File: src/sv/svpd_pkg.sv
`default_nettype none

package svpd_pkg;

   localparam int ANGLE_BITS    = 16;
   localparam int FRAC_BITS     = 15;
   localparam int HORNER_STEPS  = 5;
   localparam int SINE_W        = 32;
   localparam int AB_W          = 33;
   localparam int T_W           = 35;

   localparam logic [30:0] HORNER_SEED = 31'd3864;

   typedef logic [30:0] coef_type;

   typedef struct packed {
      logic [30:0] x;
      logic [30:0] x2;
      logic [30:0] p;
      logic        neg;
   } sine_lane_type;

   typedef struct packed {
      sine_lane_type          sin_l;
      sine_lane_type          cos_l;
      logic signed [FRAC_BITS:0] d;
      logic signed [FRAC_BITS:0] q;
   } horner_type;

   function automatic coef_type horner_coef(input logic [2:0] step);
      coef_type c;
      case (step)
         3'd0: c = 31'd172272;
         3'd1: c = 31'd5026995;
         3'd2: c = 31'd85569306;
         3'd3: c = 31'd693598668;
         3'd4: c = 31'd1686629713;
         default: c = 31'd0;
      endcase
      return c;
   endfunction

   function automatic logic [2:0] sector_of_code(input logic [2:0] code);
      logic [2:0] k;
      case (code)
         3'd0: k = 3'd4;
         3'd1: k = 3'd6;
         3'd2: k = 3'd5;
         3'd3: k = 3'd5;
         3'd4: k = 3'd3;
         3'd5: k = 3'd1;
         3'd6: k = 3'd2;
         3'd7: k = 3'd2;
         default: k = 3'd4;
      endcase
      return k;
   endfunction

   function automatic logic signed [31:0] sin_k60(input logic [2:0] k);
      logic signed [31:0] v;
      case (k)
         3'd1, 3'd2: v = 32'sd929887698;
         3'd4, 3'd5: v = -32'sd929887698;
         default:    v = 32'sd0;
      endcase
      return v;
   endfunction

   function automatic logic signed [31:0] cos_k60(input logic [2:0] k);
      logic signed [31:0] v;
      case (k)
         3'd0, 3'd6: v = 32'sd1073741824;
         3'd1, 3'd5: v = 32'sd536870912;
         3'd2, 3'd4: v = -32'sd536870912;
         3'd3:       v = -32'sd1073741824;
         default:    v = 32'sd0;
      endcase
      return v;
   endfunction

   // Switching pattern of each active vector, bits ordered U, V, W.
   function automatic logic [2:0] vec_on(input logic [2:0] idx);
      logic [2:0] v;
      case (idx)
         3'd0: v = 3'b100;
         3'd1: v = 3'b110;
         3'd2: v = 3'b010;
         3'd3: v = 3'b011;
         3'd4: v = 3'b001;
         3'd5: v = 3'b101;
         default: v = 3'b000;
      endcase
      return v;
   endfunction

endpackage

`default_nettype wire

File: src/sv/svpd_horner_cell.sv
`default_nettype none

module svpd_horner_cell (
   input  logic                 clock,
   input  logic                 reset,
   input  svpd_pkg::coef_type   coef,
   input  logic                 up_valid,
   output logic                 up_ready,
   input  svpd_pkg::horner_type up_data,
   output logic                 dn_valid,
   input  logic                 dn_ready,
   output svpd_pkg::horner_type dn_data
);
   import svpd_pkg::*;

   logic       valid_ff;
   horner_type data_ff;
   horner_type data_in;
   logic       take;
   logic [61:0] prod_sin;
   logic [61:0] prod_cos;

   assign take     = !valid_ff || dn_ready;
   assign up_ready = take;
   assign dn_valid = valid_ff;
   assign dn_data  = data_ff;

   // One Horner step on both the sine and the cosine lane.
   always_comb begin
      prod_sin = 62'(up_data.sin_l.p) * 62'(up_data.sin_l.x2);
      prod_cos = 62'(up_data.cos_l.p) * 62'(up_data.cos_l.x2);
      data_in = up_data;
      data_in.sin_l.p = coef - prod_sin[60:30];
      data_in.cos_l.p = coef - prod_cos[60:30];
   end

   always_ff @(posedge clock) begin
      if (reset) begin
         valid_ff <= 1'b0;
      end else if (take) begin
         valid_ff <= up_valid;
      end
      if (take) begin
         data_ff <= data_in;
      end
   end

endmodule

`default_nettype wire

File: config.mk
export PLATFORM = sky130hd
export DESIGN_NAME = svpd_horner_cell
export DESIGN_NICKNAME = d
export VERILOG_FILES = /design/src/sv/svpd_pkg.sv /design/src/sv/svpd_horner_cell.sv
export SDC_FILE = /design/constraint.sdc
export NUM_CORES = 2
export LEC_CHECK = 0
export ABC_AREA = 1
export BUFFER_PORTS_ARGS = -buffer_cell sky130_fd_sc_hd__buf_2
export CELL_PAD_IN_SITES_DETAIL_PLACEMENT = 2
export CELL_PAD_IN_SITES_GLOBAL_PLACEMENT = 2
export CORE_UTILIZATION = 39
export CTS_BUF_LIST = sky130_fd_sc_hd__clkbuf_8
export CTS_CLUSTER_DIAMETER = 80
export DETAILED_ROUTE_END_ITERATION = 12
export PLACE_DENSITY = 0.87
export SLEW_MARGIN = 20
export SYNTH_ARGS = -nofsm -noshare
export SYNTH_HDL_FRONTEND = slang
export SYNTH_SLANG_ARGS = --single-unit
File: constraint.sdc
create_clock -name clock -period 11.1 [get_ports clock]
set_input_delay 1.11 -clock clock [delete_from_list [all_inputs] [get_ports clock]]
set_output_delay 1.11 -clock clock [all_outputs]
set_load 0.005 [all_outputs]
==> metrics.cfg <==
[global_routing]
grt_use_total_pct = 38.29
antenna_found_initial = 21
grt_remaining_overflow = 0
grt_pass1_wl_mm = 534.8
grt_pass1_vias = 80230
grt_max_degree = 67

[timing]
fmax_mhz = 90.63
slew_headroom_pct = 26.70
finalMaxSlewViolations = 0
layout_min_cycle_time_ps = 11030
worst_slack_ps = 66.27
rsz0062_at_grt = no
final_hold_viol_count = 0
tightestPinTransition_ps = 1100
post-route-period-util_pct = 99.40
clock-skew-final_ps = 133.8
tns_ps = 0
setup_viol = 0

[clocking]
post-cts-setup-buffers = 0
clock_latency_ps = 880
htreeDepth = 2
clock_path_buffers = 3
cts_tree = yes
cts_resized = 0
root_buffer = clkbuf_8
cts_sinks = 221
hold_buffers = 0
cts.clk_slew.worst_paths_ps = 60
cts_made_buffers = 48

[synth]
synthFlopType = edfxtp_1
synth.avg_cell_area_um2 = 8.013
synth_edf_count = 220
async_flop_share_pct = 0
yosysWarnings = 0
synth_seq_area_share_pct = 8.877
netlist_instances = 9316
synthesis.nets = 11800
synth_seq_cells = 221
synthDistinctLibCells = 41
netlist_area_um2 = 74650

[cells_and_area]
fill_cells = 21910
nNetsFinal = 12030
area_growth_pct = 7.730
final_common_cell = inv_1
final_cell_mix = inv_1 (2756), nand2_1 (2607), fa_1 (1672), ha_1 (552), buf_2 (476)
drive_above_1_share_pct = 7.141
stdcell_area_um2 = 80420
utilization_pct = 42.29

[drt]
ant_nets = 0
firstDrtPassIters = 5
wl_per_cell_um = 30.37
drcViolationCount = 0
avgViaCountPerCell = 5.504
wl_mm = 368.0
dr_total_vias = 66690
drt_iter0_markers = 4952

[floorplan]
core_region_area_um2 = 190200
design.die.area_um2 = 193200
start_util_pct = 39.25
ios = 477
die_h_um = 439.5
die_x_um = 439.5
std_cell_rows = 160

[critical_path]
cp_max_fo = 31
end_kind = register
crit_buf_inv = 7
crit_slowest_cell = fa_1
max_stage_delay_ps = 860
critical_path_class = input pin to register
worstPathArrival_ps = 11510
critPathLaunchType = input pin
required_ps = 11570
crit_path_frequent_cell = fa_1
critPathTopFamily = adder cells

[run]
cap_violations = 0

[place]
place_area_um2 = 79430
dp_hpwl_mm = 306.6
place_ws_ps = 361.1
io_buffer_count = 476
gp_congestion = 0.9381

[outcome]
status = completed

[worst_hold_path]
hp-class = input pin to register

[metrics by stage]
step	hold WS [ps]	std cells
2_1_floorplan	1179	9316
3_3_place_gp	1104	12020
3_5_place_dp	1116	12020
4_1_cts	386.3	12100
5_1_grt	415.6	12110
6_report	430.7	12120
[Yosys cell counts (2+ instances only)]
library cell	count	area, um^2
and3_1	7	43.79
nand3b_1	20	150.1
nand4_1	29	181.4
o21ai_1	10	50.05
and2_1	3	18.77
inv_1	2745	10300
inv_2	9	33.78
nor3_1	35	175.2
clkbuf_1	369	1385
edfxtp_1	220	6606
o21bai_1	42	315.3
a21o_1	26	195.2
o211ai_1	2	15.01
nor2_1	313	1175
nand3_2	3	30.03
o21ai_0	114	570.6
o21a_1	12	90.09
nor3_2	7	70.07
nand3_1	134	670.6
nor2_4	5	56.30
xnor2_1	30	262.8
a21boi_1	5	37.54
xor2_1	55	481.7
buf_1	3	11.26
nand2_2	9	56.30
nand2_1	2608	9789
nor4_1	5	31.28
o21ai_2	2	17.52
a21boi_0	5	37.54
a21oi_1	233	1166
fa_1	1672	33470
nor2_2	15	93.84
o21bai_2	3	33.78
a31oi_1	6	37.54
ha_1	552	6907
a211oi_1	3	22.52
[worst register-to-register path: cells and delay by family, from the launching register on]
kind | cells | cell delay (ps)
buffers and inverters | 2 | 1550
DFF | 1 | 400
and+or+nand+nor | 1 | 470
[state kept, by name (all words and copies together), names as in the netlist]
register  count
dn_data     220
dn_valid      1
[area by class of cell]
cell class                 count  area, um^2  area share (%)
inverter                    2754       10340           12.85
antenna                       13       32.53         0.04045
timing repair buffer         560        3025           3.762
multi-input combinational   5969       56300           70.00
tap                         2511        3142           3.907
sequential                   221        6626           8.240
clock inverter                40       285.3          0.3547
clock buffer                  49       674.4          0.8386
[path summary, 6_finish.rpt]
check,endpoint,startpoint,slack [ps],cells past startpoint
setup / recovery,dn_data[148]$_DFFE_PP_,up_data[136],70,31
hold / removal,dn_data[126]$_DFFE_PP_,up_data[126],430,1
setup reg to reg,dn_data[1]$_DFFE_PP_,dn_valid$_SDFFE_PP0P_,8260,3
hold reg to reg,dn_data[81]$_DFFE_PP_,dn_valid$_SDFFE_PP0P_,1030,1
[layer usage]
metal	global-route usage (%)	vias up	wire length (um)
met5	0.1737	-	128
met4	25.70	12	28620
met3	8.935	1517	28890
met2	64.74	3494	178500
met1	42.91	34740	131800
li1	-	26930	-
[kinds of logic (layout without fill, tap and decap cells)]
family          count (synthesis)  after routing  share of synthesized area, %
simple gates                 3196           3196                         16.84
other cells                     0             13                             0
xor+xnor                       85             85                        0.9973
fa+ha+maj                    2224           2224                         54.09
compound gates                464            464                         3.480
flops                         221            221                         8.877
buf+inv                      3126           3403                         15.72
Power is left out: the tool's default activity adds up to more than one toggle a clock period on the data nets, which glitch-free logic cannot reach.
